[src/rtl/core/lfs_pkg.sv]
`timescale 1ns / 1ps
// ----------------------------------------------------------------------------
// Line follow steering package
// Shared widths, register indexes, reset values and small helper functions.
// ----------------------------------------------------------------------------
package lfs_pkg;

    localparam int SensorW = 5;
    localparam int DutyW   = 8;
    localparam int AvgW    = 7;
    localparam int CountW  = 8;
    localparam int GainW   = 4;
    localparam int SpeedW  = 8;
    localparam int CfgIdxW = 2;
    localparam int CfgW    = 8;

    // Signed product of gain and average, and the duty sum before clamping.
    localparam int ProdW = GainW + 1 + AvgW;
    localparam int RawW  = ProdW + 1;
    // Three times the average plus the position.
    localparam int SumW  = AvgW + 2;

    localparam logic signed [AvgW-1:0] W_OUTER = 7'sd32;
    localparam logic signed [AvgW-1:0] W_INNER = 7'sd8;

    localparam logic [CountW-1:0] LOST_LIMIT_RST   = 8'd5;
    localparam logic [SpeedW-1:0] CRUISE_SPEED_RST = 8'd32;
    localparam logic [GainW-1:0]  STEER_GAIN_RST   = 4'd2;

    localparam logic signed [RawW-1:0] DUTY_MAX = 13'sd255;

    typedef enum logic [CfgIdxW-1:0] {
        REG_LOST_LIMIT   = 2'd0,
        REG_CRUISE_SPEED = 2'd1,
        REG_STEER_GAIN   = 2'd2
    } cfg_reg_t;

    typedef struct packed {
        logic [CountW-1:0] lost_limit;
        logic [SpeedW-1:0] cruise_speed;
        logic [GainW-1:0]  steer_gain;
    } lfs_cfg_t;

    typedef struct packed {
        logic signed [AvgW-1:0] avg;
        logic [CountW-1:0]      miss;
    } lfs_state_t;

    // Packed so that left_duty, the last field declared, sits in the lowest bits.
    typedef struct packed {
        logic signed [AvgW-1:0] avg_position;
        logic                   line_lost;
        logic [DutyW-1:0]       right_duty;
        logic [DutyW-1:0]       left_duty;
    } lfs_result_t;

    function automatic logic [DutyW-1:0] clamp_duty(input logic signed [RawW-1:0] v);
        logic [DutyW-1:0] r;
        if (v < 0)
            r = '0;
        else if (v > DUTY_MAX)
            r = '1;
        else
            r = v[DutyW-1:0];
        return r;
    endfunction

endpackage

[src/rtl/core/lfs_datapath.sv]
`timescale 1ns / 1ps
// ----------------------------------------------------------------------------
// Line follow steering datapath
// Weighs one sensor sample, updates the running average and miss count, and
// forms the clamped motor duties. Purely combinational.
// ----------------------------------------------------------------------------
module lfs_datapath
    import lfs_pkg::*;
(
    input  logic [SensorW-1:0] sensor_bits,
    input  lfs_cfg_t           cfg,
    input  lfs_state_t         state,
    output lfs_state_t         state_next,
    output lfs_result_t        result
);

    logic signed [AvgW-1:0]  pos;
    logic signed [SumW-1:0]  avg_ext;
    logic signed [SumW-1:0]  sum;
    logic signed [SumW-1:0]  biased;
    logic signed [AvgW-1:0]  avg_new;
    logic [CountW-1:0]       miss_new;
    logic                    lost;
    logic signed [ProdW-1:0] prod;
    logic signed [RawW-1:0]  speed_ext;
    logic signed [RawW-1:0]  left_raw;
    logic signed [RawW-1:0]  right_raw;

    always_comb
    begin
        pos = '0;
        if (sensor_bits[0])
            pos = pos - W_OUTER;
        if (sensor_bits[1])
            pos = pos - W_INNER;
        if (sensor_bits[3])
            pos = pos + W_INNER;
        if (sensor_bits[4])
            pos = pos + W_OUTER;
    end

    // Division by four rounds toward zero, so a negative sum is biased first.
    assign avg_ext = SumW'(state.avg);
    assign sum     = (avg_ext <<< 1) + avg_ext + SumW'(pos);
    assign biased  = sum[SumW-1] ? sum + SumW'(3) : sum;
    assign avg_new = AvgW'(biased >>> 2);

    always_comb
    begin
        if (sensor_bits == '0)
        begin
            if (state.miss < cfg.lost_limit)
                miss_new = state.miss + 1'b1;
            else
                miss_new = state.miss;
        end
        else
        begin
            miss_new = '0;
        end
    end

    assign lost = (miss_new >= cfg.lost_limit);

    // Steer is the negated product, so left subtracts it and right adds it.
    assign prod      = ProdW'($signed({1'b0, cfg.steer_gain})) * ProdW'(avg_new);
    assign speed_ext = RawW'($signed({1'b0, cfg.cruise_speed}));
    assign left_raw  = speed_ext + RawW'(prod);
    assign right_raw = speed_ext - RawW'(prod);

    always_comb
    begin
        state_next.avg      = avg_new;
        state_next.miss     = miss_new;
        result.avg_position = avg_new;
        result.line_lost    = lost;
        if (lost || cfg.cruise_speed == '0)
        begin
            result.left_duty  = '0;
            result.right_duty = '0;
        end
        else
        begin
            result.left_duty  = clamp_duty(left_raw);
            result.right_duty = clamp_duty(right_raw);
        end
    end

endmodule

[src/rtl/core/line_follow_steering.sv]
`timescale 1ns / 1ps
// ----------------------------------------------------------------------------
// Line follow steering
// Turns five reflectance bits per control tick into left and right motor
// duties from a running averaged line position, with line-lost detection.
//
//   Channel  Direction  Handshake           Payload
//   s_       in         s_tvalid/s_tready   s_tdata: sensor_bits
//   m_       out        m_tvalid/m_tready   m_tdata: duties, lost, average
//   cfg_     in         cfg_we              cfg_index, cfg_data
//
// One request per cycle is sustained while the output is not stalled. An
// accepted request is held in the input register, and its result is shown
// from the result register, which loads when the output advances.
// The update loop of average and miss count closes through the state register.
// Reset clears the average, the count and both valid flags and loads the
// register defaults. A stalled output holds its result while the input
// register can still take one more request.
// ----------------------------------------------------------------------------
module line_follow_steering
    import lfs_pkg::*;
(
    input  logic               clk,
    input  logic               rst_n,
    input  logic               s_tvalid,
    output logic               s_tready,
    input  logic [7:0]         s_tdata,   // [4:0] sensor_bits, [7:5] zero
    output logic               m_tvalid,
    input  logic               m_tready,
    output logic [23:0]        m_tdata,   // [7:0] left_duty, [15:8] right_duty,
                                          // [16] line_lost, [23:17] avg_position
    input  logic               cfg_we,
    input  logic [CfgIdxW-1:0] cfg_index,
    input  logic [CfgW-1:0]    cfg_data
);

    lfs_cfg_t           cfg_reg;
    lfs_state_t         state_reg;
    lfs_state_t         state_next;
    logic               in_valid_reg;
    logic [SensorW-1:0] in_bits_reg;
    logic               out_valid_reg;
    lfs_result_t        out_reg;
    lfs_result_t        out_next;
    logic               advance;

    assign advance  = !out_valid_reg || m_tready;
    assign s_tready = !in_valid_reg || advance;
    assign m_tvalid = out_valid_reg;
    assign m_tdata  = out_reg;

    always_ff @(posedge clk or negedge rst_n)
    begin
        if (!rst_n)
        begin
            cfg_reg.lost_limit   <= LOST_LIMIT_RST;
            cfg_reg.cruise_speed <= CRUISE_SPEED_RST;
            cfg_reg.steer_gain   <= STEER_GAIN_RST;
        end
        else if (cfg_we)
        begin
            case (cfg_index)
                REG_LOST_LIMIT:   cfg_reg.lost_limit   <= cfg_data[CountW-1:0];
                REG_CRUISE_SPEED: cfg_reg.cruise_speed <= cfg_data[SpeedW-1:0];
                REG_STEER_GAIN:   cfg_reg.steer_gain   <= cfg_data[GainW-1:0];
                default:          ;
            endcase
        end
    end

    lfs_datapath u_datapath (
        .sensor_bits (in_bits_reg),
        .cfg         (cfg_reg),
        .state       (state_reg),
        .state_next  (state_next),
        .result      (out_next)
    );

    always_ff @(posedge clk or negedge rst_n)
    begin
        if (!rst_n)
        begin
            in_valid_reg  <= 1'b0;
            out_valid_reg <= 1'b0;
            state_reg     <= '0;
        end
        else
        begin
            if (s_tready)
                in_valid_reg <= s_tvalid;
            if (advance)
                out_valid_reg <= in_valid_reg;
            if (advance && in_valid_reg)
                state_reg <= state_next;
        end
    end

    always_ff @(posedge clk)
    begin
        if (s_tready && s_tvalid)
            in_bits_reg <= s_tdata[SensorW-1:0];
        if (advance && in_valid_reg)
            out_reg <= out_next;
    end

endmodule

[config.mk]
export PLATFORM = sky130hd
export DESIGN_NAME = line_follow_steering
export DESIGN_NICKNAME = d
export VERILOG_FILES = /design/src/rtl/core/lfs_pkg.sv /design/src/rtl/core/lfs_datapath.sv /design/src/rtl/core/line_follow_steering.sv
export SDC_FILE = /design/constraint.sdc
export NUM_CORES = 1
export LEC_CHECK = 0
export ABC_AREA = 1
export BUFFER_PORTS_ARGS = -buffer_cell sky130_fd_sc_hd__buf_2
export CAP_MARGIN = 5
export CORE_ASPECT_RATIO = 0.5
export CORE_UTILIZATION = 59
export DETAILED_ROUTE_END_ITERATION = 16
export PLACE_DENSITY = 0.81
export SLEW_MARGIN = 0
export SYNTH_ARGS = -nofsm -noshare
export SYNTH_HDL_FRONTEND = slang
export SYNTH_SLANG_ARGS = --single-unit
[constraint.sdc]
create_clock -name clk -period 10 [get_ports clk]
set_clock_uncertainty 0.15 [all_clocks]
set_input_delay 1.5 -clock clk [delete_from_list [all_inputs] [get_ports clk]]
set_output_delay 1.5 -clock clk [all_outputs]
set_load 0.01 [all_outputs]
After elaboration in Yosys (flattened, before gate mapping)
Cells that the tools add are included.
- eq/ne operators: 2
- muxes and demuxes: 9
- add/subtract/negate cells: 9
- reductions and logical operators: 15
- magnitude comparators: 6
- $mul: 1
- operators by type and width (kind ; number):
    $mux W8 ; 4
    $mux W7 ; 4
    $gt A13 B9 Y1 const B ; 2
    $lt A13 B1 Y1 const B ; 2
    $add A9 B12 Y13 ; 1
    $sub A9 B12 Y13 ; 1
    $mul A5 B7 Y12 ; 1
    $add A8 B7 Y9 ; 1
    $add A9 B3 Y9 const B ; 1
    $add A9 B7 Y9 ; 1
    $mux W9 ; 1
    $add A8 B1 Y8 const B ; 1
    $ge A8 B8 Y1 ; 1
    $logic_not A8 Y1 ; 1
    $lt A8 B8 Y1 ; 1
    $add A7 B5 Y7 const B ; 1
    $add A7 B7 Y7 const B ; 1
    $sub A7 B5 Y7 const B ; 1
    $reduce_and A2 Y1 ; 3
    $logic_not A5 Y1 ; 1
    $reduce_or A2 Y1 ; 2
    $logic_or A1 B1 Y1 ; 3
    $eq A2 B1 Y1 const B ; 1
    $eq A2 B2 Y1 const B ; 1
    3 further kinds ; 5
- logic and storage cells: 54
- bits in registers: 66
- output and inout port bits: 26

Logic depth before layout (Yosys ltp)
Gate-level depths: netlist of run 1.
- word-level depth: 14
- mapped depth: 48
- mapped depth without buffers: 47

By module
Synthesis of run 1 repeated with hierarchy kept, for this count alone.
- cell total of the unflattened synthesis: 763
- area total of the unflattened synthesis: 5980.7 um^2
- modules (own cells, without submodules) (module ; instances ; cells each ; area an instance (um^2) ; seq. area each (um^2)):
    lfs_datapath ; 1 ; 569 ; 3597.2 ; 0.0
    line_follow_steering ; 1 ; 194 ; 2383.5 ; 1801.7

Least setup slack after synthesis of run 1
Ideal clock, no wire load.
- path kind: register to register
- from: register in_bits_reg[1]
- to: register out_reg, in the netlist m_tdata[0], data pin
- clock period less this slack: 7.290 ns
- slack: 2.710 ns
- arrival: 6.882 ns
- buffers on the path: 1
- library setup time: 0.258 ns
- stages on the path, launching flop included: 41
- data required time: 9.592 ns
- path through: edfxtp_1 inv_1 ha_1 inv_1 nand3_1 nand2_2 xor2_1 fa_1 ha_1 a21oi_1 o211ai_2 inv_2 nand3_2 nand2_4 inv_2 nor2_1 xor2_1 nor2_1 [5 not listed] ha_1 a21oi_1 nand2_1 xor2_1 inv_1 ha_1 buf_2 nand2_1 nor3_2 nand2_1 o211ai_1 a21oi_1 or2_1 xor2_1 nor2_1 nand3_2 nand2_4 a21oi_2
- word-level cells in the longest chain between the ends: 12
- elaborated cells between the ends (all ways): 18
- classes of those cells: 5 x add/sub; 1 x mul; 3 x order compare; 6 x mux; 3 x reduce/logical
- ends and longest elaborated chain (element ; RTL line ; text):
    start: declaration ; line_follow_steering.sv:41 ; logic [SensorW-1:0] in_bits_reg;
    start signal: assignment ; line_follow_steering.sv:101 ; in_bits_reg <= s_tdata[SensorW-1:0];
    $mux W7 ; lfs_datapath.sv:34 ; if (sensor_bits[1])
    $add A7 B5 Y7 ; lfs_datapath.sv:37 ; pos = pos + W_INNER;
    $mux W7 ; lfs_datapath.sv:36 ; if (sensor_bits[3])
    $add A7 B7 Y7 ; lfs_datapath.sv:39 ; pos = pos + W_OUTER;
    $mux W7 ; lfs_datapath.sv:38 ; if (sensor_bits[4])
    $add A9 B7 Y9 ; lfs_datapath.sv:44 ; assign sum = (avg_ext <<< 1) + avg_ext + SumW'(pos);
    $add A9 B3 Y9 ; lfs_datapath.sv:45 ; assign biased = sum[SumW-1] ? sum + SumW'(3) : sum;
    $mux W9 ; lfs_datapath.sv:45 ;
    $mul A5 B7 Y12 ; lfs_datapath.sv:66 ; assign prod = ProdW'($signed({1'b0, cfg.steer_gain})) * ProdW'(avg_new);
    $add A9 B12 Y13 ; lfs_datapath.sv:68 ; assign left_raw = speed_ext + RawW'(prod);
    $gt A13 B9 Y1 or $lt A13 B1 Y1 (tied branches) ; lfs_pkg.sv:61, lfs_pkg.sv:59 ;
    $mux W8 or $reduce_or A2 Y1 (tied branches) ; n/a ;
    end signal: assignment ; line_follow_steering.sv:103 ; out_reg <= out_next;
    end: declaration ; line_follow_steering.sv:43 ; lfs_result_t out_reg;
Several ways; a longest one is shown, not always the timed one.
A chain may end at the register's enable or synchronous reset.

Final worst setup path of run 1
- from: register in_bits_reg[1]
- to: register out_reg, in the netlist m_tdata[8], data pin
- word-level cells in the longest chain between the ends: 12
- elaborated cells between the ends (all ways): 18
- classes of those cells: 5 x add/sub; 1 x mul; 3 x order compare; 6 x mux; 3 x reduce/logical
- ends and longest elaborated chain (element ; RTL line ; text):
    $mux W7 ; lfs_datapath.sv:34 ;
    $add A7 B5 Y7 ; lfs_datapath.sv:37 ;
    $mux W7 ; lfs_datapath.sv:36 ;
    $add A7 B7 Y7 ; lfs_datapath.sv:39 ;
    $mux W7 ; lfs_datapath.sv:38 ;
    $add A9 B7 Y9 ; lfs_datapath.sv:44 ;
    $add A9 B3 Y9 ; lfs_datapath.sv:45 ;
    $mux W9 ; lfs_datapath.sv:45 ;
    $mul A5 B7 Y12 ; lfs_datapath.sv:66 ;
    $sub A9 B12 Y13 ; lfs_datapath.sv:69 ; assign right_raw = speed_ext - RawW'(prod);
    $gt A13 B9 Y1 or $lt A13 B1 Y1 (tied branches) ; lfs_pkg.sv:61, lfs_pkg.sv:59 ;
    $mux W8 or $reduce_or A2 Y1 (tied branches) ; n/a ;
Several ways; a longest one is shown, not always the timed one.

==> results of run 1 <==
[per-layer routing]
layer  part of all wire (%)  vias up  global-route usage (%)
met4                    1.8        0                    7.65
met2                     46      108                    39.4
li1                       -     2344                       -
met3                    4.5       22                    5.54
met1                     47     2143                    31.7
met5                      0        -                       0
[synthesized netlist by cell type, types with 3 or more instances]
| cell type | instances | area share (%) |
|---|---|---|
| inv_1 | 127 | 8.2 |
| nand2_1 | 114 | 7.4 |
| ha_1 | 69 | 15 |
| nor2_1 | 47 | 3.0 |
| a21oi_1 | 43 | 3.7 |
| o21ai_0 | 43 | 3.7 |
| dfrtp_1 | 33 | 14 |
| edfxtp_1 | 29 | 15 |
| nand3_1 | 29 | 2.5 |
| fa_1 | 22 | 7.6 |
| xor2_1 | 19 | 2.9 |
| a21oi_2 | 16 | 2.4 |
| nand2_2 | 13 | 1.4 |
| nor3_1 | 8 | 0.69 |
| inv_2 | 7 | 0.45 |
| nand3_2 | 7 | 1.2 |
| nand2_4 | 6 | 1.2 |
| xnor2_1 | 6 | 0.90 |
| clkbuf_1 | 5 | 0.32 |
| nand4_1 | 5 | 0.54 |
| dfstp_2 | 4 | 1.8 |
| nand3b_1 | 4 | 0.52 |
| buf_2 | 3 | 0.26 |
| o211ai_1 | 3 | 0.39 |
[cell families (layout without fill, tap and decap cells)]
| family | count (synthesis) | after routing |
|---|---|---|
| adders and majority gates | 91 | 91 |
| buffers and inverters | 142 | 196 |
| DFF | 66 | 66 |
| AOI/OAI and AO/OA | 118 | 118 |
| and+or+nand+nor | 246 | 246 |
| xor gates and xnor gates | 28 | 28 |
[worst register-to-register path, delay by kind of cell (launching register included)]
kind	cells	cell delay, ns
adders and majority gates	8	3.04
and+or+nand+nor	13	1.45
AOI/OAI and AO/OA	8	1.41
xor gates and xnor gates	3	0.98
buffers and inverters	7	0.52
DFF	1	0.46
[final timing paths]
| kind | start | end | cells after the start |
|---|---|---|---|
| max in group asynchronous | rst_n | state_reg[10] | 1 |
| hold / removal | cfg_reg[18] | cfg_reg[18] | 2 |
| hold reg to reg | cfg_reg[18] | cfg_reg[18] | 2 |
| min in group asynchronous | rst_n | cfg_reg[7] | 1 |
| setup / recovery | in_bits_reg[1] | m_tdata[8] | 39 |
| setup reg to reg | in_bits_reg[1] | m_tdata[8] | 39 |
[cell type report]
cell class,count,area share [%]
Inverter,134,7.70
Clock inverter,3,0.728
Tap cell,135,2.59
Sequential cell,66,27.6
Multi-Input combinational cell,483,53.2
Timing Repair Buffer,46,3.56
Clock buffer,13,4.65
[per-stage QoR]
stage / cell area (µm²) / std cells / hold WS, ns
6_report: 6530 / 880 / 0.341
5_1_grt: 6530 / 880 / 0.368
4_1_cts: 6530 / 880 / 0.342
3_5_place_dp: 6180 / 864 / 0.329
3_3_place_gp: 6180 / 864 / 0.319
2_1_floorplan: 5810 / 691 / 0.303
[layout by cell type, fill, tap and decap left out, drive strengths merged]
cell type / Yosys / routed
a211oi: 1 / 1
a21o: 1 / 1
a21oi: 59 / 59
and3: 2 / 2
buf: 3 / 46
bufinv: 0 / 1
clkbuf: 5 / 13
clkinv: 0 / 1
dfrtp: 33 / 33
dfstp: 4 / 4
edfxtp: 29 / 29
fa: 22 / 22
ha: 69 / 69
inv: 134 / 135
nand2: 133 / 133
nand3: 36 / 36
nand3b: 5 / 5
nand4: 7 / 7
nor2: 48 / 48
nor3: 10 / 10
nor3b: 2 / 2
nor4: 2 / 2
o2111ai: 1 / 1
o211ai: 5 / 5
o21a: 2 / 2
o21ai: 44 / 44
o21bai: 2 / 2
o31ai: 3 / 3
or2: 1 / 1
xnor2: 7 / 7
xor2: 21 / 21
==> impl_metrics.yaml, run 1 <==
global_routing:
  grt_pass1_vias: 4201
  antenna_found_initial: 0
  grtUsageTotal_pct: 23.9
  grt_pass1_wl_um: 19100
  grt_max_degree: 39
  grt-ovfl-total: 0
setup_path:
  criticalPathCategory: "flip-flop to flip-flop"
  path_max_fanout: 8
  critical_path_required_ns: 9.93
  critical-path-max-stage-delay_ns: 0.52
  critPathSlowestCell: "fa_1"
  rrSetupSlack_ns: 1.70
  cp.buffers_inverters: 7
  startpoint_type: "flip-flop"
  crit_arrival_ns: 8.24
  cp_top_family: "adder cells"
  critPathCaptureType: "flip-flop"
logic_synthesis:
  syn-cell-area_um2: 5810
  synth-simple-area-share_pct: 20.6
  synth_nets: 805
  synth-xor-area-share_pct: 4.61
  synth_seq_cells: 66
  synth_cell_types: 44
  synth_top_family_by_area: "adder cells"
  yosys_most_used_dff: "dfrtp_1"
  postSynthCellCount: 691
  synthAdderAreaFrac_pct: 22.4
  synth-compound-area-share_pct: 12.1
  ys_async_sr_fraction_pct: 56.1
  yosysWarnings: 0
  syn_avg_cell_area_um2: 8.41
  synth_mux_area_share_pct: 0
  synth_edf_count: 29
  ys_seq_area_share_pct: 31.0
sta:
  setup_viol: 0
  fin_crit_ns: 8.30
  hold_viol: 0
  clock.fmax_ghz: 0.120
  finalCritPeriodShare_pct: 83.0
  rsz0062_at_grt: "no"
  setup-tns-final_ns: 0
  tightestPinTransition_ns: 0.840
  drv_slew: 0
  slew_headroom_pct: 44.0
  worst_slack_ns: 1.70
routing:
  drc: 0
  route.detailed.wl_per_inst_um: 12.9
  drtPass1Iterations: 5
  routed_wl_um: 11300
  vias_per_cell: 5.25
  drtIter0Drc: 212
  num_vias: 4617
  ant_nets: 0
final_layout:
  utilization_pct: 68.7
  largest_reg_flops: 24
  syn2layout_area_growth_pct: 12.4
  nNetsFinal: 854
  ff_latch_area_um2: 1800
  num_antenna_cells: 0
  fill_cells: 754
  multi_input_area_um2: 3470
  drive_gt1_share_pct: 16.9
floorplan:
  dieArea_um2: 10300
  die_y_um: 72.2
  coreArea_um2: 9510
  initial_core_util_pct: 61.1
  die_x_um: 142
  io_pins: 49
  rows: 25
clock_network:
  htreeDepth: 3
  post_cts_buffers: 0
  cts_root_buf: "clkbuf_16"
  cts_resized: 0
  cts_hold_buf: 0
  cts_tree: "done"
  clock-sinks: 66
  numCtsBuffers: 9
  clkLatencyLatePin_ns: 0.34
  cts.clk_slew.worst_paths_ns: 0.06
  clk_path_buf_depth: 2
hold_path:
  hold_class: "flip-flop to flip-flop"
placed_design:
  dp_hpwl_um: 8730
  numPortBuffers: 45
  place_ws_ns: 1.90
  gp_congestion: 0.958
status:
  status: "complete, no violations"
flow_run:
  maxCapViolCount: 0
Power of run 1 is left out: the tool's default activity adds up to more than one toggle a clock period on the data nets, which glitch-free logic cannot reach.
==> run 2, diff against run 1 <==
--- a/config.mk
+++ b/config.mk
@@ -9,9 +9,9 @@
 export BUFFER_PORTS_ARGS = -buffer_cell sky130_fd_sc_hd__buf_2
 export CAP_MARGIN = 5
 export CORE_ASPECT_RATIO = 0.5
-export CORE_UTILIZATION = 59
+export CORE_UTILIZATION = 55
 export DETAILED_ROUTE_END_ITERATION = 16
-export PLACE_DENSITY = 0.81
+export PLACE_DENSITY = 0.79
 export SLEW_MARGIN = 0
 export SYNTH_ARGS = -nofsm -noshare
 export SYNTH_HDL_FRONTEND = slang
==> constraint.sdc (replaced) <==
create_clock -name clk -period 6.8 [get_ports clk]
set_clock_uncertainty 0.15 [all_clocks]
set_input_delay 1.02 -clock clk [delete_from_list [all_inputs] [get_ports clk]]
set_output_delay 1.02 -clock clk [all_outputs]
set_load 0.01 [all_outputs]
==> impl_metrics.yaml, run 2 (synthesized netlist as in run 1, its figures left out) <==
status:
  status: "finished, violations left"
  violations: "setup timing"
clock_network:
  cts.clk_slew.worst_paths_ns: 0.06
  cts_root_buf: "clkbuf_16"
  htreeDepth: 3
  cts_hold_buf: 0
  clock-sinks: 66
  clkLatencyLatePin_ns: 0.35
  cts_tree: "done"
  numCtsBuffers: 9
  clk_path_buf_depth: 2
routing:
  route.detailed.wl_per_inst_um: 15.4
  vias_per_cell: 5.43
  num_vias: 5292
  drtIter0Drc: 302
  routed_wl_um: 15000
  drc: 0
  ant_nets: 0
  drtPass1Iterations: 6
setup_path:
  critPathCaptureType: "flip-flop"
  rrSetupSlack_ns: -0.65
  crit_path_frequent_cell: "a21oi_2"
  criticalPathCategory: "flip-flop to flip-flop"
  path_max_fanout: 8
  reg2reg_to: "m_tdata[15]"
  startpoint_type: "flip-flop"
  critical_path_required_ns: 6.74
  r2r_start: "in_bits_reg[1]"
  critPathSlowestCell: "fa_1"
  critical-path-max-stage-delay_ns: 0.60
  crit_arrival_ns: 7.39
  r2r_cells: 37
sta:
  finalCritPeriodShare_pct: 110
  hold_viol: 0
  setup_viol: 16
  drv_slew: 0
  clock.fmax_ghz: 0.134
  fin_crit_ns: 7.45
  tightestPinTransition_ns: 0.864
  rsz0062_at_grt: "yes"
  finalHoldWorstSlack_ns: 0.346
  worst_slack_ns: -0.650
  slew_headroom_pct: 42.4
floorplan:
  die_x_um: 147
  io_pins: 49
  die_y_um: 74.7
  coreArea_um2: 10200
  initial_core_util_pct: 56.7
  dieArea_um2: 11000
  rows: 26
global_routing:
  grt_pass1_wl_um: 21800
  grt-ovfl-total: 0
  grt_max_degree: 39
  antenna_found_initial: 0
  grt_pass1_vias: 4800
  grtUsageTotal_pct: 25.6
placed_design:
  place_ws_ns: -0.709
  placed_cell_area_um2: 6820
  gp_congestion: 0.901
  numPortBuffers: 45
  dp_hpwl_um: 9830
hold_path:
  hold_end: "cfg_reg[13]"
  worstHoldStart: "cfg_reg[13]"
  worstHoldPathCells: 2
  hold_class: "flip-flop to flip-flop"
final_layout:
  drive_gt1_share_pct: 35.3
  final_cell_area_um2: 7670
  largest_reg_flops: 24
  nNetsFinal: 943
  num_antenna_cells: 0
  syn2layout_area_growth_pct: 32.0
  final_cell_mix: "inv_1, nand2_1, buf_4"
  final_common_cell: "inv_1"
flow_run:
  maxCapViolCount: 0
## run 2: changes by cell type in the layout (fill, tap and decap cells not counted), moves of 7 or more
cell     change
a21oi_2      +9
buf_4       +85
xor2_1       -7
ha_4        +13
nand2_1     -10
nand3_1      -7
inv_1       -15
nand2_4      +7
inv_2       +11
a21oi_1     -12
ha_1        -15
## run 2: routing by layer
layer / wire [µm] / vias to the layer above / track usage [%]
li1: - / 2519 / -
met3: 793 / 53 / 6.48
met4: 469 / 0 / 9.39
met2: 7540 / 183 / 47.0
met5: 0 / - / 0
met1: 6180 / 2537 / 30.0
## run 2: timing repair
action	CTS	global route
pin swaps	33	11
gates resized for setup	46	36
endpoints found under the setup margin	16	16
buffers inserted	14	8
endpoints found under the hold margin	0	0
## run 2: final cells by class
cell class	instances	area, µm²
Sequential cell	66	1800
Clock buffer	11	275
Inverter	134	513
Timing Repair Buffer	135	925
Fill cell	680	2570
Multi-Input combinational cell	483	3940
Clock inverter	5	41.3
Tap cell	140	175
## run 2: per-stage QoR
stage,util [%],TNS (ns),instances
detailed placement,66.5,-10.16,936
global placement,66.5,-6.98,936
floorplan,-,-3.32,691
CTS,72.6,-6.36,966
finish,74.9,-9.69,974
global route,74.9,-15.38,974
## run 2: worst max-delay path: cells and delay by family, from the launching register on
family / cells / cell delay, ns
fa+ha+maj: 8 / 3.04
flops: 1 / 0.43
simple gates: 13 / 1.52
compound gates: 6 / 0.91
xor+xnor: 3 / 0.52
buf+inv: 7 / 0.63
## run 2: worst max-delay path by stage
stage	startpoint	end	slack, ns	cells after the start
4_1_cts	in_bits_reg[1]	m_tdata[15]	-0.41	44
3_3_place_gp	in_bits_reg[1]	m_tdata[9]	-0.46	41
3_5_place_dp	in_bits_reg[1]	m_tdata[15]	-0.71	41
6_report	in_bits_reg[1]	m_tdata[15]	-0.65	37
2_1_floorplan	in_bits_reg[1]	m_tdata[0]	-0.21	44
5_1_grt	in_bits_reg[1]	m_tdata[15]	-0.99	43
Power of run 2 is left out for the same reason.
